--- config.mk ---
export PLATFORM = sky130hd
export DESIGN_NAME = gregorian_date_add_days_top
export DESIGN_NICKNAME = d
export VERILOG_FILES = /design/src/rtl/core/gdad_pkg.sv /design/src/rtl/core/gdad_rom.sv /design/src/rtl/core/gdad_dpath.sv /design/src/rtl/core/gregorian_date_add_days_top.sv
export SDC_FILE = /design/constraint.sdc
export NUM_CORES = 1
export LEC_CHECK = 0
export BUFFER_PORTS_ARGS = -buffer_cell sky130_fd_sc_hd__buf_2
export CAP_MARGIN = 20
export CORE_MARGIN = 5
export CORE_UTILIZATION = 52
export CTS_CLUSTER_DIAMETER = 30
export DETAILED_ROUTE_END_ITERATION = 10
export PLACE_DENSITY = 0.72
export SLEW_MARGIN = 20
export SYNTH_ARGS = -nofsm -noshare
export SYNTH_HDL_FRONTEND = slang
export SYNTH_SLANG_ARGS = --single-unit
--- constraint.sdc ---
create_clock -name clk -period 7.3 [get_ports clk]
set_input_delay 0.365 -clock clk [delete_from_list [all_inputs] [get_ports clk]]
set_output_delay 0.365 -clock clk [all_outputs]
set_load 0.05 [all_outputs]
--- src/rtl/core/gdad_pkg.sv ---
// ----------------------------------------------------------------------------
// gdad_pkg
// Shared types, constants and calendar helpers for the date adder.
// ----------------------------------------------------------------------------
package gdad_pkg;

    localparam int YearW  = 14;
    localparam int MonthW = 4;
    localparam int DayW   = 5;
    localparam int AddW   = 16;
    localparam int TotalW = 17;
    localparam int SpanW  = 9;
    localparam int PcW    = 4;

    localparam logic [YearW-1:0]  LastYear   = YearW'(9999);
    localparam logic [YearW-1:0]  YearCycle  = YearW'(400);
    localparam logic [YearW-1:0]  CycleLast  = YearW'(399);
    localparam logic [YearW-1:0]  Century1   = YearW'(100);
    localparam logic [YearW-1:0]  Century2   = YearW'(200);
    localparam logic [YearW-1:0]  Century3   = YearW'(300);
    localparam logic [MonthW-1:0] LastMonth  = MonthW'(12);
    localparam logic [MonthW-1:0] February   = MonthW'(2);
    localparam logic [DayW-1:0]   LastDay    = DayW'(31);
    localparam logic [SpanW-1:0]  CommonYear = SpanW'(365);

    localparam logic [PcW-1:0] StepIdle      = PcW'(0);
    localparam logic [PcW-1:0] StepChkYear   = PcW'(1);
    localparam logic [PcW-1:0] StepReduce    = PcW'(2);
    localparam logic [PcW-1:0] StepChkDate   = PcW'(3);
    localparam logic [PcW-1:0] StepYears     = PcW'(4);
    localparam logic [PcW-1:0] StepYearsEnd  = PcW'(5);
    localparam logic [PcW-1:0] StepMonths    = PcW'(6);
    localparam logic [PcW-1:0] StepMonthChk  = PcW'(7);
    localparam logic [PcW-1:0] StepMonthLoop = PcW'(8);
    localparam logic [PcW-1:0] StepBad       = PcW'(9);
    localparam logic [PcW-1:0] StepOvf       = PcW'(10);
    localparam logic [PcW-1:0] StepEmit      = PcW'(11);
    localparam logic [PcW-1:0] StepDone      = PcW'(12);

    typedef enum logic [3:0] {
        OpNop,
        OpLoad,
        OpSub400,
        OpYearStep,
        OpMonthStep,
        OpSetDay,
        OpSetOvf,
        OpSetBad,
        OpEmit
    } op_t;

    typedef enum logic [3:0] {
        CondAlways,
        CondIdle,
        CondYearHigh,
        CondRemGe400,
        CondDateBad,
        CondYearFits,
        CondSpanExceeded,
        CondMonthFits,
        CondOutBlocked
    } cond_t;

    typedef struct packed {
        cond_t          cond;
        logic [PcW-1:0] target;
        op_t            op_true;
        op_t            op_false;
    } ctrl_word_t;

    typedef struct packed {
        logic year_high;
        logic rem_ge400;
        logic date_bad;
        logic year_fits;
        logic span_exceeded;
        logic month_fits;
    } status_t;

    function automatic logic [DayW-1:0] month_len(input logic [MonthW-1:0] m,
                                                  input logic leap);
        logic [DayW-1:0] len;
        begin
            unique case (m)
                MonthW'(1), MonthW'(3), MonthW'(5), MonthW'(7),
                MonthW'(8), MonthW'(10), MonthW'(12): len = DayW'(31);
                MonthW'(4), MonthW'(6), MonthW'(9), MonthW'(11): len = DayW'(30);
                February: len = leap ? DayW'(29) : DayW'(28);
                default: len = DayW'(0);
            endcase
            return len;
        end
    endfunction

    function automatic logic is_leap(input logic [YearW-1:0] rem,
                                     input logic [1:0] low_bits);
        begin
            return (rem == '0) ||
                   ((low_bits == 2'd0) && (rem != Century1) &&
                    (rem != Century2) && (rem != Century3));
        end
    endfunction

endpackage

--- src/rtl/core/gdad_rom.sv ---
// ----------------------------------------------------------------------------
// gdad_rom
// Microcode store: one control word for each step of the date program.
// ----------------------------------------------------------------------------
module gdad_rom (
    input  logic [gdad_pkg::PcW-1:0] pc,
    output gdad_pkg::ctrl_word_t     word
);

    always_comb
    begin
        word = '{gdad_pkg::CondAlways, gdad_pkg::StepIdle,
                 gdad_pkg::OpNop, gdad_pkg::OpNop};
        unique case (pc)
            gdad_pkg::StepIdle:
                word = '{gdad_pkg::CondIdle, gdad_pkg::StepIdle,
                         gdad_pkg::OpNop, gdad_pkg::OpLoad};
            gdad_pkg::StepChkYear:
                word = '{gdad_pkg::CondYearHigh, gdad_pkg::StepBad,
                         gdad_pkg::OpNop, gdad_pkg::OpNop};
            gdad_pkg::StepReduce:
                word = '{gdad_pkg::CondRemGe400, gdad_pkg::StepReduce,
                         gdad_pkg::OpSub400, gdad_pkg::OpNop};
            gdad_pkg::StepChkDate:
                word = '{gdad_pkg::CondDateBad, gdad_pkg::StepBad,
                         gdad_pkg::OpNop, gdad_pkg::OpNop};
            gdad_pkg::StepYears:
                word = '{gdad_pkg::CondYearFits, gdad_pkg::StepYears,
                         gdad_pkg::OpYearStep, gdad_pkg::OpNop};
            gdad_pkg::StepYearsEnd:
                word = '{gdad_pkg::CondSpanExceeded, gdad_pkg::StepOvf,
                         gdad_pkg::OpNop, gdad_pkg::OpNop};
            gdad_pkg::StepMonths:
                word = '{gdad_pkg::CondMonthFits, gdad_pkg::StepEmit,
                         gdad_pkg::OpSetDay, gdad_pkg::OpMonthStep};
            gdad_pkg::StepMonthChk:
                word = '{gdad_pkg::CondYearHigh, gdad_pkg::StepOvf,
                         gdad_pkg::OpNop, gdad_pkg::OpNop};
            gdad_pkg::StepMonthLoop:
                word = '{gdad_pkg::CondAlways, gdad_pkg::StepMonths,
                         gdad_pkg::OpNop, gdad_pkg::OpNop};
            gdad_pkg::StepBad:
                word = '{gdad_pkg::CondAlways, gdad_pkg::StepEmit,
                         gdad_pkg::OpSetBad, gdad_pkg::OpNop};
            gdad_pkg::StepOvf:
                word = '{gdad_pkg::CondAlways, gdad_pkg::StepEmit,
                         gdad_pkg::OpSetOvf, gdad_pkg::OpNop};
            gdad_pkg::StepEmit:
                word = '{gdad_pkg::CondOutBlocked, gdad_pkg::StepEmit,
                         gdad_pkg::OpNop, gdad_pkg::OpEmit};
            gdad_pkg::StepDone:
                word = '{gdad_pkg::CondAlways, gdad_pkg::StepIdle,
                         gdad_pkg::OpNop, gdad_pkg::OpNop};
            default:
                word = '{gdad_pkg::CondAlways, gdad_pkg::StepIdle,
                         gdad_pkg::OpNop, gdad_pkg::OpNop};
        endcase
    end

endmodule

--- src/rtl/core/gdad_dpath.sv ---
// ----------------------------------------------------------------------------
// gdad_dpath
// Date datapath: working date, remaining day count, year-in-cycle remainder
// and the result register, driven one operation per cycle.
// ----------------------------------------------------------------------------
module gdad_dpath (
    input  logic                         clk,
    input  gdad_pkg::op_t                op,
    input  logic [gdad_pkg::YearW-1:0]   start_year,
    input  logic [gdad_pkg::MonthW-1:0]  start_month,
    input  logic [gdad_pkg::DayW-1:0]    start_day,
    input  logic [gdad_pkg::AddW-1:0]    days_to_add,
    output gdad_pkg::status_t            status,
    output logic [gdad_pkg::YearW-1:0]   end_year,
    output logic [gdad_pkg::MonthW-1:0]  end_month,
    output logic [gdad_pkg::DayW-1:0]    end_day,
    output logic                         year_overflow,
    output logic                         bad_date
);

    logic [gdad_pkg::YearW-1:0]  year_reg, year_next;
    logic [gdad_pkg::MonthW-1:0] month_reg, month_next;
    logic [gdad_pkg::DayW-1:0]   day_reg, day_next;
    logic [gdad_pkg::TotalW-1:0] total_reg, total_next;
    logic [gdad_pkg::YearW-1:0]  rem_reg, rem_next;
    logic                        ovf_reg, ovf_next;
    logic                        bad_reg, bad_next;
    logic [gdad_pkg::YearW-1:0]  end_year_reg, end_year_next;
    logic [gdad_pkg::MonthW-1:0] end_month_reg, end_month_next;
    logic [gdad_pkg::DayW-1:0]   end_day_reg, end_day_next;
    logic                        end_ovf_reg, end_ovf_next;
    logic                        end_bad_reg, end_bad_next;

    logic [gdad_pkg::YearW-1:0]  rem_inc;
    logic                        leap_now;
    logic                        leap_following;
    logic                        leap_span;
    logic [gdad_pkg::DayW-1:0]   cur_len;
    logic [gdad_pkg::SpanW-1:0]  span;
    logic                        over_span;

    always_comb
    begin
        rem_inc        = (rem_reg == gdad_pkg::CycleLast) ? '0 : rem_reg + 1'b1;
        leap_now       = gdad_pkg::is_leap(rem_reg, year_reg[1:0]);
        leap_following = gdad_pkg::is_leap(rem_inc, year_reg[1:0] + 2'd1);
        leap_span      = (month_reg <= gdad_pkg::February) ? leap_now : leap_following;
        cur_len        = gdad_pkg::month_len(month_reg, leap_now);
        span           = gdad_pkg::CommonYear + gdad_pkg::SpanW'(leap_span);
        over_span      = total_reg > gdad_pkg::TotalW'(span);

        status.year_high     = year_reg > gdad_pkg::LastYear;
        status.rem_ge400     = rem_reg >= gdad_pkg::YearCycle;
        status.date_bad      = (month_reg == '0) || (month_reg > gdad_pkg::LastMonth) ||
                               (day_reg == '0) || (day_reg > cur_len);
        status.year_fits     = over_span && (year_reg != gdad_pkg::LastYear);
        status.span_exceeded = over_span;
        status.month_fits    = total_reg <= gdad_pkg::TotalW'(cur_len);
    end

    always_comb
    begin
        year_next      = year_reg;
        month_next     = month_reg;
        day_next       = day_reg;
        total_next     = total_reg;
        rem_next       = rem_reg;
        ovf_next       = ovf_reg;
        bad_next       = bad_reg;
        end_year_next  = end_year_reg;
        end_month_next = end_month_reg;
        end_day_next   = end_day_reg;
        end_ovf_next   = end_ovf_reg;
        end_bad_next   = end_bad_reg;
        unique case (op)
            gdad_pkg::OpNop:
            begin
            end
            gdad_pkg::OpLoad:
            begin
                year_next  = start_year;
                month_next = start_month;
                day_next   = start_day;
                total_next = gdad_pkg::TotalW'(start_day) + gdad_pkg::TotalW'(days_to_add);
                rem_next   = start_year;
                ovf_next   = 1'b0;
                bad_next   = 1'b0;
            end
            gdad_pkg::OpSub400:
            begin
                rem_next = rem_reg - gdad_pkg::YearCycle;
            end
            gdad_pkg::OpYearStep:
            begin
                total_next = total_reg - gdad_pkg::TotalW'(span);
                year_next  = year_reg + 1'b1;
                rem_next   = rem_inc;
            end
            gdad_pkg::OpMonthStep:
            begin
                total_next = total_reg - gdad_pkg::TotalW'(cur_len);
                if (month_reg == gdad_pkg::LastMonth)
                begin
                    month_next = gdad_pkg::MonthW'(1);
                    year_next  = year_reg + 1'b1;
                    rem_next   = rem_inc;
                end
                else
                begin
                    month_next = month_reg + 1'b1;
                end
            end
            gdad_pkg::OpSetDay:
            begin
                day_next = total_reg[gdad_pkg::DayW-1:0];
            end
            gdad_pkg::OpSetOvf:
            begin
                year_next  = gdad_pkg::LastYear;
                month_next = gdad_pkg::LastMonth;
                day_next   = gdad_pkg::LastDay;
                ovf_next   = 1'b1;
            end
            gdad_pkg::OpSetBad:
            begin
                bad_next = 1'b1;
            end
            gdad_pkg::OpEmit:
            begin
                end_year_next  = year_reg;
                end_month_next = month_reg;
                end_day_next   = day_reg;
                end_ovf_next   = ovf_reg;
                end_bad_next   = bad_reg;
            end
            default:
            begin
            end
        endcase
    end

    always_ff @(posedge clk)
    begin
        year_reg      <= year_next;
        month_reg     <= month_next;
        day_reg       <= day_next;
        total_reg     <= total_next;
        rem_reg       <= rem_next;
        ovf_reg       <= ovf_next;
        bad_reg       <= bad_next;
        end_year_reg  <= end_year_next;
        end_month_reg <= end_month_next;
        end_day_reg   <= end_day_next;
        end_ovf_reg   <= end_ovf_next;
        end_bad_reg   <= end_bad_next;
    end

    assign end_year      = end_year_reg;
    assign end_month     = end_month_reg;
    assign end_day       = end_day_reg;
    assign year_overflow = end_ovf_reg;
    assign bad_date      = end_bad_reg;

endmodule

--- src/rtl/core/gregorian_date_add_days_top.sv ---
// ----------------------------------------------------------------------------
// gregorian_date_add_days_top
// Adds a day count to a Gregorian date under a microcoded sequencer.
//
//   Channel  Direction  Handshake            Fields
//   in       input      in_valid / in_stall  start_year start_month start_day
//                                            days_to_add
//   out      output     out_valid/out_stall  end_year end_month end_day
//                                            year_overflow bad_date
//
// How long an item takes is set by the year and month step loops of the
// sequencer, one step per cycle.
// Reset returns the sequencer to its idle step and empties the result register.
// in_stall is high while an item is in work; a finished item waits in the
// result register while out_stall is high, and the next item is taken meanwhile.
// ----------------------------------------------------------------------------
module gregorian_date_add_days_top (
    input  logic                         clk,
    input  logic                         rst_n,
    input  logic                         in_valid,
    output logic                         in_stall,
    input  logic [gdad_pkg::YearW-1:0]   start_year,
    input  logic [gdad_pkg::MonthW-1:0]  start_month,
    input  logic [gdad_pkg::DayW-1:0]    start_day,
    input  logic [gdad_pkg::AddW-1:0]    days_to_add,
    output logic                         out_valid,
    input  logic                         out_stall,
    output logic [gdad_pkg::YearW-1:0]   end_year,
    output logic [gdad_pkg::MonthW-1:0]  end_month,
    output logic [gdad_pkg::DayW-1:0]    end_day,
    output logic                         year_overflow,
    output logic                         bad_date
);

    logic [gdad_pkg::PcW-1:0] pc_reg, pc_next;
    logic                     out_valid_reg, out_valid_next;
    gdad_pkg::ctrl_word_t     word;
    gdad_pkg::status_t        status;
    gdad_pkg::op_t            op;
    logic                     taken;

    gdad_rom u_rom (
        .pc   (pc_reg),
        .word (word)
    );

    gdad_dpath u_dpath (
        .clk           (clk),
        .op            (op),
        .start_year    (start_year),
        .start_month   (start_month),
        .start_day     (start_day),
        .days_to_add   (days_to_add),
        .status        (status),
        .end_year      (end_year),
        .end_month     (end_month),
        .end_day       (end_day),
        .year_overflow (year_overflow),
        .bad_date      (bad_date)
    );

    always_comb
    begin
        unique case (word.cond)
            gdad_pkg::CondAlways:       taken = 1'b1;
            gdad_pkg::CondIdle:         taken = !in_valid;
            gdad_pkg::CondYearHigh:     taken = status.year_high;
            gdad_pkg::CondRemGe400:     taken = status.rem_ge400;
            gdad_pkg::CondDateBad:      taken = status.date_bad;
            gdad_pkg::CondYearFits:     taken = status.year_fits;
            gdad_pkg::CondSpanExceeded: taken = status.span_exceeded;
            gdad_pkg::CondMonthFits:    taken = status.month_fits;
            gdad_pkg::CondOutBlocked:   taken = out_valid_reg && out_stall;
            default:                    taken = 1'b1;
        endcase

        pc_next = taken ? word.target : pc_reg + 1'b1;
        op      = taken ? word.op_true : word.op_false;

        out_valid_next = out_valid_reg && out_stall;
        if (op == gdad_pkg::OpEmit)
        begin
            out_valid_next = 1'b1;
        end
    end

    always_ff @(posedge clk or negedge rst_n)
    begin
        if (!rst_n)
        begin
            pc_reg        <= gdad_pkg::StepIdle;
            out_valid_reg <= 1'b0;
        end
        else
        begin
            pc_reg        <= pc_next;
            out_valid_reg <= out_valid_next;
        end
    end

    assign in_stall  = pc_reg != gdad_pkg::StepIdle;
    assign out_valid = out_valid_reg;

endmodule

# == Word level (Yosys, flattened, before mapping) ==
# Memory sizes are Yosys's and may differ from the RTL's.
# Index checks and enable logic that the tools add are counted.
# word_totals
ff_bits,86
romBits,224
output_inout_bits,27
wordCells,119
memories,1
# memory_table
name,words,width,read_ports,rd_ports_with_merged_regs,wr,line_no,source
(no name shown),16,14,1,0,0,gdad_rom.sv:14,unique case (pc)
# op_classes
n_addsub,10
order_cmp,7
n_eq_ne,37
n_mux,18
n_reduce_logical,32
# ops
cell,n
one-hot mux 14 bit (4 select lines),2
one-hot mux 17 bit (3 select lines),1
== test 4 x 3 -> 1 bit (second input constant),12
two-way mux 14 bit,3
one-hot mux 5 bit (3 select lines),2
adder 14 x 1 -> 14 bit (second input constant),2
== test 4 bit (second input constant),7
zero test 14 bit,2
inequality test 14 x 7 -> 1 bit (second input constant),2
inequality test 14 x 8 -> 1 bit (second input constant),2
inequality test 14 x 9 -> 1 bit (second input constant),2
== test 4 x 2 -> 1 bit (second input constant),6
adder 5 x 16 -> 17 bit,1
greater-than comparator 17 x 9 -> 1 bit,1
less-or-equal comparator 17 x 5 -> 1 bit,1
subtractor 17 x 5 -> 17 bit,1
subtractor 17 x 9 -> 17 bit,1
== test 14 x 9 -> 1 bit (second input constant),1
>= comparator 14 x 9 -> 1 bit (second input constant),1
greater-than comparator 14 bit (second input constant),1
inequality test 14 bit (second input constant),1
subtractor 14 x 9 -> 14 bit (second input constant),1
== test 4 x 1 -> 1 bit (second input constant),3
two-way mux 4 bit,3
other kinds (23),45

# == Logic depth before layout (Yosys ltp) ==
# Gate-level depths: netlist of the first run.
# depth
ltp_word,16
ltp_mapped,23
depth_no_buf,21

# == By module ==
# Synthesis of the first run repeated with hierarchy kept, for this count alone.
# hier_totals
hier_cells,728
area_unflattened_um2,6825.3
# by_module_without_submodules
module,n_inst,cells_per_inst,area_each_um2,seq_area_each_um2
gdad_dpath,1,647,6034.5,2432.3
gregorian_date_add_days_top,1,41,484.2,125.1
gdad_rom,1,40,306.5,0.0

# == Worst setup path after synthesis of the first run ==
# OpenSTA, ideal clock, no wires.
# synth_path
path_kind,reg-to-reg
from,register u_dpath.rem_reg[4] (netlist bit)
to,"register u_dpath.year_reg[0] (netlist bit), enable pin"
arrival_ps,4922
required_ps,6906
slack_ps,1984
path_stages_with_launch,24
synth_period_minus_slack_ps,5316
cell_sequence,edfxtp_1 -> clkbuf_1 -> inv_1 -> ha_1 -> nand4b_1 -> nor4_1 -> clkbuf_1 -> nor2_1 -> or4_1 -> o21ai_0 -> a32oi_1 -> o21ai_0 -> a31o_2 -> ha_1 -> nor2_1 -> a211oi_1 -> o211ai_1 -> a221oi_1 -> o31a_2 -> nand2b_1 -> buf_2 -> buf_2 -> nor2_1 -> a31oi_1
# synth_via
elab_chain_cells,16
word_cells_on_any_way,38
# synth_lines
item,line_no,source
start: declaration,gdad_dpath.sv:25,"logic [gdad_pkg::YearW-1:0] rem_reg, rem_next;"
start signal: assignment,gdad_dpath.sv:148,rem_reg <= rem_next;
adder 14 x 1 -> 14 bit / == test 14 x 9 -> 1 bit (equally long branches),gdad_dpath.sv:44,rem_inc = (rem_reg == gdad_pkg::CycleLast) ? '0 : rem_reg + 1'b1;
two-way mux 14 bit,gdad_dpath.sv:44,
inequality test 14 x 7 -> 1 bit,gdad_pkg.sv:99,((low_bits == 2'd0) && (rem != Century1) &&
logical AND 1 bit (2 in series),gdad_pkg.sv:99,
logical AND 1 bit,gdad_pkg.sv:100,(rem != Century2) && (rem != Century3));
logical OR 1 bit,gdad_pkg.sv:98,return (rem == '0) ||
two-way mux 1 bit,gdad_dpath.sv:47,leap_span = (month_reg <= gdad_pkg::February) ? leap_now : leap_following;
adder 9 x 1 -> 9 bit,gdad_dpath.sv:49,span = gdad_pkg::CommonYear + gdad_pkg::SpanW'(leap_span);
greater-than comparator 17 x 9 -> 1 bit,gdad_dpath.sv:50,over_span = total_reg > gdad_pkg::TotalW'(span);
logical AND 1 bit,gdad_dpath.sv:56,status.year_fits = over_span && (year_reg != gdad_pkg::LastYear);
one-hot mux 1 bit (8 select lines) *,gregorian_date_add_days_top.sv:64,unique case (word.cond)
two-way mux 4 bit *,gregorian_date_add_days_top.sv:78,op = taken ? word.op_true : word.op_false;
== test 4 x 2 -> 1 bit (tied with other cells),gdad_dpath.sv:75,unique case (op)
nonzero test 4 bit (no line) / inequality test 2 x 1 -> 1 bit (equally long branches),--,
AND reduction 2 bit (no line) *,--,
end signal: assignment,gdad_dpath.sv:144,year_reg <= year_next;
end: declaration,gdad_dpath.sv:21,"logic [gdad_pkg::YearW-1:0] year_reg, year_next;"
# Every way passes the cells marked *; elsewhere a longest branch is shown, timed or not.
# A chain may end at the register's enable or synchronous reset.

# == Worst setup path after layout of the first run ==
# layout_path
from,register u_dpath.rem_reg[4] (netlist bit)
to,"register u_dpath.rem_reg[5] (netlist bit), enable pin"
# layout_via
elab_chain_cells,16
word_cells_on_any_way,38
# layout_lines
item,line_no
adder 14 x 1 -> 14 bit / == test 14 x 9 -> 1 bit (equally long branches),gdad_dpath.sv:44
two-way mux 14 bit,gdad_dpath.sv:44
inequality test 14 x 7 -> 1 bit,gdad_pkg.sv:99
logical AND 1 bit (2 in series),gdad_pkg.sv:99
logical AND 1 bit,gdad_pkg.sv:100
logical OR 1 bit,gdad_pkg.sv:98
two-way mux 1 bit,gdad_dpath.sv:47
adder 9 x 1 -> 9 bit,gdad_dpath.sv:49
greater-than comparator 17 x 9 -> 1 bit,gdad_dpath.sv:50
logical AND 1 bit,gdad_dpath.sv:56
one-hot mux 1 bit (8 select lines) *,gregorian_date_add_days_top.sv:64
two-way mux 4 bit *,gregorian_date_add_days_top.sv:78
== test 4 x 3 -> 1 bit (tied with other cells),gdad_dpath.sv:75
inequality test 2 x 1 -> 1 bit (no line) / nonzero test 4 bit (equally long branches),--
AND reduction 2 bit (no line) *,--
# Marked as above.

==> results of run 1 <==
## synthesized netlist by cell type (all sizes together), types with 6 or more instances
| library cell | number | area (um2) |
|---|---|---|
| edfxtp | 81 | 2432 |
| nand2 | 58 | 217.7 |
| nor2 | 49 | 191.4 |
| ha | 37 | 462.9 |
| inv | 37 | 138.9 |
| nand3 | 34 | 175.2 |
| o21ai | 31 | 155.1 |
| xor2 | 29 | 254.0 |
| and3 | 23 | 143.9 |
| xnor2 | 21 | 183.9 |
| a21oi | 19 | 95.09 |
| buf | 16 | 88.84 |
| o22ai | 15 | 106.4 |
| clkbuf | 14 | 53.80 |
| nand4 | 12 | 75.07 |
| nor3 | 12 | 60.06 |
| a221oi | 10 | 87.58 |
| a21o | 9 | 67.56 |
| nand2b | 9 | 56.30 |
| a21boi | 8 | 60.05 |
| a221o | 7 | 70.07 |
| a22o | 7 | 61.31 |
| nor4 | 7 | 56.30 |
| o221ai | 7 | 61.31 |
| o22a | 7 | 61.31 |
| a22oi | 6 | 45.04 |
| nor2b | 6 | 37.54 |
## worst paths after layout
kind	cells past startpoint	start	slack, ns	end
min	3	out_stall	0.24	out_valid
max	20	u_dpath.rem_reg[4]	1.32	u_dpath.rem_reg[5]
max reg2reg	20	u_dpath.rem_reg[4]	1.32	u_dpath.rem_reg[5]
max in group asynchronous	2	rst_n	6.79	pc_reg[0]
min in group asynchronous	2	rst_n	0.36	async pin
min reg2reg	0	u_dpath.ovf_reg	0.43	u_dpath.year_overflow
## cell families after synthesis
kind of cell,Yosys count
mux,2
fa+ha+maj,40
flops,86
simple gates,235
compound gates,175
buf+inv,69
xor+xnor,50
## metrics by stage
stage | worst slack (ns) | util (%)
after global routing | 0.7283 | 59.31
after floorplan | 1.984 | -
after CTS | 1.414 | 59.31
after detailed placement | 1.460 | 56.51
after global placement | 1.686 | 56.51
final | 1.320 | 59.31
## layer usage
| layer | share of wire (%) | global-route usage [%] | up-vias |
|---|---|---|---|
| met3 | 7.6 | 4.677 | 19 |
| met1 | 46 | 33.33 | 2546 |
| met4 | 1.5 | 8.003 | 0 |
| li1 | - | - | 2609 |
| met5 | 0 | 0 | - |
| met2 | 45 | 34.65 | 236 |
## worst min-delay path, delay by kind of cell
family                 cells  cell delay [ns]
buffers and inverters      1             0.07
AND/OR/NAND/NOR            2             0.12
## power by group
part           switching (mW)  leakage, nW  internal [mW]  total (mW)
logic                    1.18         1.90          0.705        1.89
registers               0.286        0.803          0.886        1.17
clock network           0.212        0.160          0.305       0.517
total                    1.68         2.87           1.90        3.58
## layout make-up
class	count	area [um2]	share of cell area [%]
clock inverter	7	101.3	1.423
sequential	86	2557	35.90
clock buffer	9	225.2	3.161
multi-input combinational	502	3502	49.16
timing repair buffer	77	407.9	5.725
tap	147	183.9	2.582
inverter	39	146.4	2.055
==> summary.txt, run 1 <==
Clock network
  • CTS buffer count: 9
  • Resized cells post-CTS: 0
  • CTS tree: done
  • Setup bufs post-CTS: 0
  • H-tree levels: 3
  • CTS sink count: 86
  • CTS Root Cell: clkbuf_16
  • Clock transition at the registers of the reported paths: 0.07 ns
  • Latest clock arrival within the worst-skew pair: 0.35 ns
  • Hold_buf cts: 1
  • Bufs on Longest Clock Path: 2

Floorplanning
  • Area of the core: 12010 um2
  • Die span in x: 120.5 um
  • Row Count: 40
  • Die Y: 120.5 um
  • Die area: 14520 um2
  • I/O Pins: 70
  • Starting Density: between 50% and 60%

Layout
  • Max reg flops: 17
  • Most frequent cells in the layout: edfxtp_1 (81), buf_2 (69), nand2_1 (58), nor2_1 (46)
  • Layout cells sized above 1: 15.83%
  • Fill cells: ~1.0k
  • Fin cells: 867
  • Synthesis-to-finish area growth: 12.22%
  • Number of antenna repair diodes: 0
  • Design Area, Final: 7124 um2
  • Most common cell after layout, fill and taps aside: edfxtp_1
  • NumNets Final: 798

Timing
  • Worst clock skew: approximately 0.0072 ns
  • Final period util: between 80% and 90%
  • Fin crit period: 5.980 ns
  • Slew headroom: 34.98%
  • Slew @ Worst Pin: 0.9753 ns
  • Sum of negative setup slack: 0 ns
  • RSZ-0062 raised after global routing: false
  • Fin. Hold Viols: 0
  • Max Slew Vio Count: 0
  • Fmax: 167.2 MHz
  • Setup violations, final: 0
  • Fin Hold WS: approximately 0.24 ns

Run status
  • Outcome: completed

Synthesis
  • Post-synthesis instance area: about 6300 um2
  • Post-synthesis compound-gate area fraction: around a fifth
  • Async S/R FF share, synth: under 10%
  • Yosys warnings: 0
  • Post-synthesis mux area share: less than 1%
  • Syn Nets: between 700 and 800
  • Cells after synthesis: 657
  • Largest family of logic cells by synthesized area: compound AO/OA/AOI/OAI gates
  • Main flop type after synthesis: edfxtp_1
  • Mean Syn Cell Area: 9.663 um2
  • Synth Area in Adders: just over 8%
  • Post-synth EDFFs: 81
  • Simple-gate share of the synthesized area: a little under a fifth
  • Seq cells post-synth: 86
  • Sequential fraction of the synthesis area: 40.28%
  • Cell variety after synth: 76
  • Post-synthesis xor/xnor area fraction: around 6.9%

Setup path
  • Crit path buf inv count: 2
  • Critical path startpoint category: flip-flop
  • CP max FO: 19
  • Critical Path RT: ~7.3 ns
  • Slowest stage delay, CP: 0.78 ns
  • Worst Setup End Kind: flip-flop
  • Worst-path cell chain: inv_1 > ha_1 > nand4b_1 > nor4_1 > buf_4 > nor2_1 > or4_1 > o21ai_0 > a32oi_1 > o21ai_0 > a31o_2 > ha_1 > nand2b_1 > a211oi_1 > o211ai_1 > a221oi_1 > or3_1 > nand3_2 > and2_1 > a21oi_1
  • Slowest cell on crit path: a21oi_1
  • Family with the most delay on the worst path: compound AO/OA/AOI/OAI gates
  • Critical Path AT: 5.96 ns
  • Crit Path Category: flip-flop to flip-flop

Routing
  • Routed len/inst: between 15 and 20 um
  • DR iter-0 viols: 547
  • Drt total wl: about 16000 um
  • Via density: 6.240
  • Via Count: 5410
  • Number of routed nets with antenna violations: 0
  • DRC viols: 0
  • DRT Pass-1 Iters: 5

Global route
  • Total GRT Usage: 23.11%
  • First-pass GRT wire length: 26840 um
  • Vias in the first global route: 5260
  • Largest net degree at the start of global routing: 32
  • Antenna violations before repair: 0
  • Total gr overflow: 0

Place
  • Placed insts: 850
  • PortBufs: 69
  • HPWL after DPL: 12350 um
  • Routability-driven placement congestion ratio: 0.9498
  • DP Area: 6788 um2

Pwr
  • Total Power: 3.577 mW
  • Peak VDD IR: between 150 and 200 uV
  • Leak: 2.868 nW
  • PwrDens: roughly 500 nW/um2

Run
  • Max Cap Viol: 0

Hold path
  • Min-Delay Path Class: input port to flip-flop
Power figures use the tool's default switching activity.
==> run 2: changes to the inputs <==
--- a/config.mk
+++ b/config.mk
@@ -5,6 +5,7 @@
 export SDC_FILE = /design/constraint.sdc
 export NUM_CORES = 1
 export LEC_CHECK = 0
+export ABC_AREA = 1
 export BUFFER_PORTS_ARGS = -buffer_cell sky130_fd_sc_hd__buf_2
 export CAP_MARGIN = 20
 export CORE_MARGIN = 5
==> constraint.sdc (replaced) <==
create_clock -name clk -period 5.65 [get_ports clk]
set_input_delay 0.2825 -clock clk [delete_from_list [all_inputs] [get_ports clk]]
set_output_delay 0.2825 -clock clk [all_outputs]
set_load 0.05 [all_outputs]
==> run 2 against run 1 <==
Compared with the run above: wire length shrank 0.33%; area after synthesis increased by 8.7%; utilization fell by 0.084 points; global-route usage decreased by 2.0 points; maximum frequency up 19%.
==> summary.txt, run 2 <==
Run status
  • Outcome: completed (unchanged)

Timing
  • Fin. Hold Viols: 0 (unchanged)
  • Max Slew Vio Count: 0 (unchanged)
  • RSZ-0062 raised after global routing: false (unchanged)
  • Sum of negative setup slack: 0 ns (unchanged)
  • Worst clock skew: 0.007844 ns (was 0.007193 ns)
  • Slew @ Worst Pin: 0.6491 ns (was 0.9753 ns)
  • Slew headroom: 56.68% (was 34.98%)
  • Final period util: 89.09% (was 81.92%)
  • Fin crit period: 5.033 ns (was 5.980 ns)
  • Fmax: 198.7 MHz (was 167.2 MHz)
  • Setup violations, final: 0 (unchanged)

Floorplanning
  • Starting Density: 52.50% (was 52.85%)
  • Die area: 15670 um2 (was 14520 um2)
  • Row Count: 42 (was 40)
  • I/O Pins: 70 (unchanged)
  • Area of the core: 13140 um2 (was 12010 um2)
  • Die Y: 125.2 um (was 120.5 um)
  • Die span in x: 125.2 um (was 120.5 um)

Setup path
  • Most used cell, CP: nand2_1
  • Worst Setup End Kind: flip-flop (unchanged)
  • CP max FO: 48 (was 19)
  • Critical Path RT: 5.66 ns (was 7.28 ns)
  • Critical path startpoint category: flip-flop (unchanged)
  • Critical Path AT: 5.04 ns (was 5.96 ns)
  • Crit Path Category: flip-flop to flip-flop (unchanged)
  • Slowest cell on crit path: edfxtp_1 (was a21oi_1)
  • Slowest stage delay, CP: 0.46 ns (was 0.78 ns)

Synthesis
  • Synth cell count leaders: nand2_1 (209), inv_1 (126), nor2_1 (103) (was edfxtp_1 (81), nand2_1 (58), nor2_1 (46))
  • Post-synth top area share: 35.26% (was 38.31%)
  • Post-synth EDFFs: 81 (unchanged)
  • Async S/R FF share, synth: 5.814% (unchanged)
  • Seq cells post-synth: 86 (unchanged)
  • Sequential fraction of the synthesis area: 37.08% (was 40.28%)
  • Main flop type after synthesis: edfxtp_1 (unchanged)
  • Syn Nets: 993 (was 740)
  • Top cells by area, synth: edfxtp_1 (35%), nand2_1 (11%), inv_1 (6.9%) (was edfxtp_1 (38%), ha_1 (7.3%), xor2_1 (4.0%))
  • Cells after synthesis: 910 (was 657)
  • Mean Syn Cell Area: 7.580 um2 (was 9.663 um2)
  • Post-synthesis instance area: 6898 um2 (was 6349 um2)
  • Cell accounting for the most synthesized area: edfxtp_1 (unchanged)
  • Most frequent cell after synthesis: nand2_1 (was edfxtp_1)
  • Yosys warnings: 0 (unchanged)
  • Cell variety after synth: 44 (was 76)

Hold path
  • Min-Delay Path Class: input port to flip-flop (unchanged)

Clock network
  • CTS sink count: 86 (unchanged)
  • Latest clock arrival within the worst-skew pair: 0.35 ns (about the same)
  • CTS buffer count: 9 (unchanged)
  • Clock transition at the registers of the reported paths: 0.07 ns (about the same)
  • CTS tree: done (unchanged)
  • Bufs on Longest Clock Path: 2 (unchanged)
  • H-tree levels: 3 (unchanged)
  • CTS Root Cell: clkbuf_16 (unchanged)

Routing
  • DRC viols: 0 (unchanged)
  • Routed len/inst: 14.02 um (was 18.91 um)
  • Via density: 5.280 (was 6.240)
  • DRT Pass-1 Iters: 5 (unchanged)
  • Drt total wl: 16340 um (was 16400 um)
  • Via Count: 6156 (was 5410)
  • Number of routed nets with antenna violations: 0 (unchanged)
  • DR iter-0 viols: 589 (was 547)

Layout
  • Layout cells sized above 1: 13.54% (was 15.83%)
  • Number of antenna repair diodes: 0 (unchanged)
  • Max reg flops: 17 (unchanged)
  • NumNets Final: 1069 (was 798)
  • Synthesis-to-finish area growth: 12.81% (was 12.22%)
  • Most frequent cells in the layout: nand2_1 (209), inv_1 (126), nor2_1 (102), nand3_1 (85), edfxtp_1 (81) (was edfxtp_1 (81), buf_2 (69), nand2_1 (58), nor2_1 (46))
  • Most common cell after layout, fill and taps aside: nand2_1 (was edfxtp_1)
  • Fill cells: 1225 (was 1020)

Global route
  • Largest net degree at the start of global routing: 49 (was 32)
  • First-pass GRT wire length: 27300 um (was 26840 um)
  • Antenna violations before repair: 0 (unchanged)
  • Total gr overflow: 0 (unchanged)
  • Vias in the first global route: 5777 (was 5260)
  • Total GRT Usage: 21.08% (was 23.11%)

Run
  • Max Cap Viol: 0 (unchanged)

Place
  • Routability-driven placement congestion ratio: 0.9242 (was 0.9498)
  • HPWL after DPL: 12600 um (was 12350 um)
  • PortBufs: 69 (unchanged)
## run 2: changes by cell type after synthesis, sizes merged, moves of 11 or more
cell and delta:
a21oi +11, clkbuf -14, and3 -23, o22ai -14
xor2 +19, nand2 +158, nand4 +17, xnor2 -15
nor2 +62, inv +100, nand3 +55
## run 2: worst max-delay path: cells and delay by family (launching register included)
kind          cells  cell delay, ns
fa+ha+maj         2            0.60
buf+inv           5            1.05
flops             1            0.46
simple gates     23            2.55
## run 2: final cells by class
cell class | instances | area [um2] | share of cell area [%]
inverters | 138 | 520.5 | 6.689
multi-input cells | 668 | 3710 | 47.68
well taps | 176 | 220.2 | 2.830
flip-flops and latches | 86 | 2557 | 32.87
clock buffers | 9 | 225.2 | 2.894
repair buffers | 83 | 452.9 | 5.821
clock inverters | 6 | 95.09 | 1.222
## run 2: logic make-up after synthesis
| group | share of synthesized area [%] |
|---|---|
| simple gates | 31.36 |
| flops | 37.08 |
| buf+inv | 9.178 |
| compound gates | 7.800 |
| fa+ha+maj | 7.582 |
| mux | 0.1451 |
| xor+xnor | 6.856 |
## run 2: per-stage QoR
step | hold WS [ns] | cell area (um2) | setup WS (ns) | cells | utilization, %
CTS | 0.2179 | 7779 | 0.4219 | 1166 | 59.21
finish | 0.2294 | 7781 | 0.6167 | 1166 | 59.23
floorplan | -0.01309 | 6898 | 0.8602 | 910 | -
global route | 0.2419 | 7781 | 0.07574 | 1166 | 59.23
detailed placement | 0.09838 | 7448 | 0.4432 | 1150 | 56.70
global placement | 0.09805 | 7448 | 0.5008 | 1150 | 56.70
## run 2: metal layers
layer,part of all wire [%],wire [um],vias to the layer above,global-route usage (%)
met5,0,0,-,0
met4,1.1,181,0,4.974
met3,6.4,1047,10,4.179
met2,46,7454,192,33.69
met1,47,7661,2789,29.76
li1,-,-,3165,-
## run 2: worst paths after layout
path,startpoint,to,slack (ns),depth (start not counted)
max,u_dpath.rem_reg[4],u_dpath.rem_reg[13],0.62,30
min,out_stall,out_valid,0.23,3
max reg2reg,u_dpath.rem_reg[4],u_dpath.rem_reg[13],0.62,30
min reg2reg,u_dpath.bad_reg,u_dpath.bad_date,0.43,0
max in group asynchronous,rst_n,out_valid,5.25,2
min in group asynchronous,rst_n,pc_reg[3],0.27,2
## run 2: repair_timing
item                                    CTS  global route
endpoints found under the setup margin    0             0
endpoints found under the hold margin     5             0
hold buffers                              1             0
setup buffers                             0             0
gates resized for setup                   0             0
Power of run 2 is not shown: default switching activity piles up to over one toggle a cycle in this logic, so the estimate is an artifact.
==> run 3: changes to the inputs <==
--- a/config.mk
+++ b/config.mk
@@ -10,6 +10,7 @@
 export CAP_MARGIN = 20
 export CORE_MARGIN = 5
 export CORE_UTILIZATION = 52
+export CTS_BUF_LIST = sky130_fd_sc_hd__clkbuf_8
 export CTS_CLUSTER_DIAMETER = 30
 export DETAILED_ROUTE_END_ITERATION = 10
 export PLACE_DENSITY = 0.72
==> run 3 against run 2 <==
Compared with the run above: global-route usage hardly changed; via count shrank 0.32%; sequential share of layout area up 0.43 points; die area is the same; worst setup slack better by 0.023 ns; maximum frequency rose by 0.47%; final cell count did not move; sequential cell count stayed put; hold slack lost 0.036 ns; first-iteration DRC count fell by 8.8%; largest cell class unchanged.
==> summary.txt, run 3 (same netlist as run 2, synthesis figures left out) <==
Setup path
  • Critical Path AT: 5.05 ns (was 5.04 ns)
  • Worst R2R Setup Slack: 0.64 ns (was 0.62 ns)
  • Slowest cell on crit path: edfxtp_1 (unchanged)
  • CP max FO: 48 (unchanged)
  • Worst Setup End Kind: flip-flop (unchanged)
  • Crit Path Category: flip-flop to flip-flop (unchanged)
  • Most used cell, CP: nand2_1 (unchanged)
  • Critical path startpoint category: flip-flop (unchanged)
  • Critical Path RT: 5.69 ns (was 5.66 ns)
  • Slowest stage delay, CP: 0.47 ns (was 0.46 ns)

Routing
  • DRT Pass-1 Iters: 5 (unchanged)
  • DRC viols: 0 (unchanged)
  • Via Count: 6136 (was 6156)
  • Number of routed nets with antenna violations: 0 (unchanged)
  • Via density: 5.262 (was 5.280)
  • Routed len/inst: 14.03 um (was 14.02 um)
  • Drt total wl: 16360 um (was 16340 um)
  • DR iter-0 viols: 537 (was 589)

Global route
  • Vias in the first global route: 5747 (was 5777)
  • Total GRT Usage: 21.12% (was 21.08%)
  • First-pass GRT wire length: 27290 um (was 27300 um)
  • Largest net degree at the start of global routing: 49 (unchanged)
  • Antenna violations before repair: 0 (unchanged)
  • Total gr overflow: 0 (unchanged)

Timing
  • Fin. Hold Viols: 0 (unchanged)
  • Worst clock skew: 0.01180 ns (was 0.007844 ns)
  • Slew @ Worst Pin: 0.6453 ns (was 0.6491 ns)
  • Max Slew Vio Count: 0 (unchanged)
  • Setup violations, final: 0 (unchanged)
  • Slew headroom: 56.93% (was 56.68%)
  • Fin crit period: 5.010 ns (was 5.033 ns)
  • RSZ-0062 raised after global routing: false (unchanged)
  • Sum of negative setup slack: 0 ns (unchanged)
  • Fmax: 199.6 MHz (was 198.7 MHz)
  • Final period util: 88.67% (was 89.09%)

Layout
  • Design Area, Final: 7680 um2 (was 7781 um2)
  • Final Util: 58.46% (was 59.23%)
  • Max reg flops: 17 (unchanged)
  • Fin cells: 1166 (unchanged)
  • NumNets Final: 1069 (unchanged)
  • Number of antenna repair diodes: 0 (unchanged)
  • Most frequent cells in the layout: nand2_1 (209), inv_1 (126), nor2_1 (102), nand3_1 (85), edfxtp_1 (81) (unchanged)
  • Most common cell after layout, fill and taps aside: nand2_1 (unchanged)
  • Fill cells: 1249 (was 1225)
  • Synthesis-to-finish area growth: 11.34% (was 12.81%)
  • Layout cells sized above 1: 13.54% (unchanged)

Run status
  • Outcome: completed (unchanged)

Clock network
  • Resized cells post-CTS: 0 (unchanged)
  • CTS buffer count: 9 (unchanged)
  • Bufs on Longest Clock Path: 2 (unchanged)
  • Clock transition at the registers of the reported paths: 0.10 ns (was 0.07 ns)
  • CTS sink count: 86 (unchanged)
  • Latest clock arrival within the worst-skew pair: 0.38 ns (was 0.35 ns)
  • CTS tree: done (unchanged)
  • H-tree levels: 3 (unchanged)
  • CTS Root Cell: clkbuf_8 (was clkbuf_16)

Place
  • DP Area: 7448 um2 (unchanged)
  • Placed insts: 1150 (unchanged)
  • PortBufs: 69 (unchanged)
  • HPWL after DPL: 12600 um (unchanged)
  • Routability-driven placement congestion ratio: 0.9242 (unchanged)

Floorplanning
  • Area of the core: 13140 um2 (unchanged)
  • Die Y: 125.2 um (unchanged)
  • Row Count: 42 (unchanged)
  • Starting Density: 52.50% (unchanged)
  • Die area: 15670 um2 (unchanged)
  • Die span in x: 125.2 um (unchanged)
  • I/O Pins: 70 (unchanged)

Hold path
  • Min-Delay Path Class: input port to flip-flop (unchanged)

Run
  • Max Cap Viol: 0 (unchanged)
==> run 3: what timing repair did <==
action,CTS,global route
hold buffers,1,0
endpoints found under the setup margin,0,0
setup buffers,0,0
endpoints found under the hold margin,5,0
==> run 3: final timing paths <==
check / depth (start not counted) / from / to
setup / recovery: 30 / u_dpath.rem_reg[4] / u_dpath.rem_reg[13]
hold / removal: 3 / out_stall / out_valid
setup reg to reg: 30 / u_dpath.rem_reg[4] / u_dpath.rem_reg[13]
hold reg to reg: 0 / u_dpath.bad_reg / u_dpath.bad_date
max in group asynchronous: 2 / rst_n / async pin
min in group asynchronous: 2 / rst_n / pc_reg[3]
==> run 3: worst max-delay path: cells and delay by family (launching register included) <==
family | cells | cell delay, ns
fa+ha+maj | 2 | 0.60
simple gates | 23 | 2.53
buf+inv | 5 | 1.04
flops | 1 | 0.47
==> run 3: area by class of cell <==
| type | count | area, um2 | share of cell area (%) |
|---|---|---|---|
| Inverter | 138 | 520.5 | 6.777 |
| Clock buffer | 9 | 123.9 | 1.613 |
| Multi-Input combinational cell | 668 | 3710 | 48.31 |
| Sequential cell | 86 | 2557 | 33.30 |
| Tap cell | 176 | 220.2 | 2.867 |
| Timing Repair Buffer | 83 | 452.9 | 5.898 |
| Clock inverter | 6 | 95.09 | 1.238 |
==> run 3: per-layer routing <==
| metal | track usage, % | vias to the layer above | wire [um] |
|---|---|---|---|
| met5 | 0 | - | 0 |
| met4 | 4.911 | 0 | 204 |
| met3 | 4.307 | 15 | 959 |
| met2 | 33.53 | 172 | 7489 |
| met1 | 29.96 | 2791 | 7708 |
| li1 | - | 3158 | - |
==> run 3: through the flow <==
step                setup slack [ns]  hold slack [ns]
finish                        0.6401           0.1934
global route                 0.06484           0.1898
CTS                           0.4142           0.1756
detailed placement            0.4432          0.09838
global placement              0.5008          0.09805
floorplan                     0.8602         -0.01309
Power of run 3 is left out for the same reason.
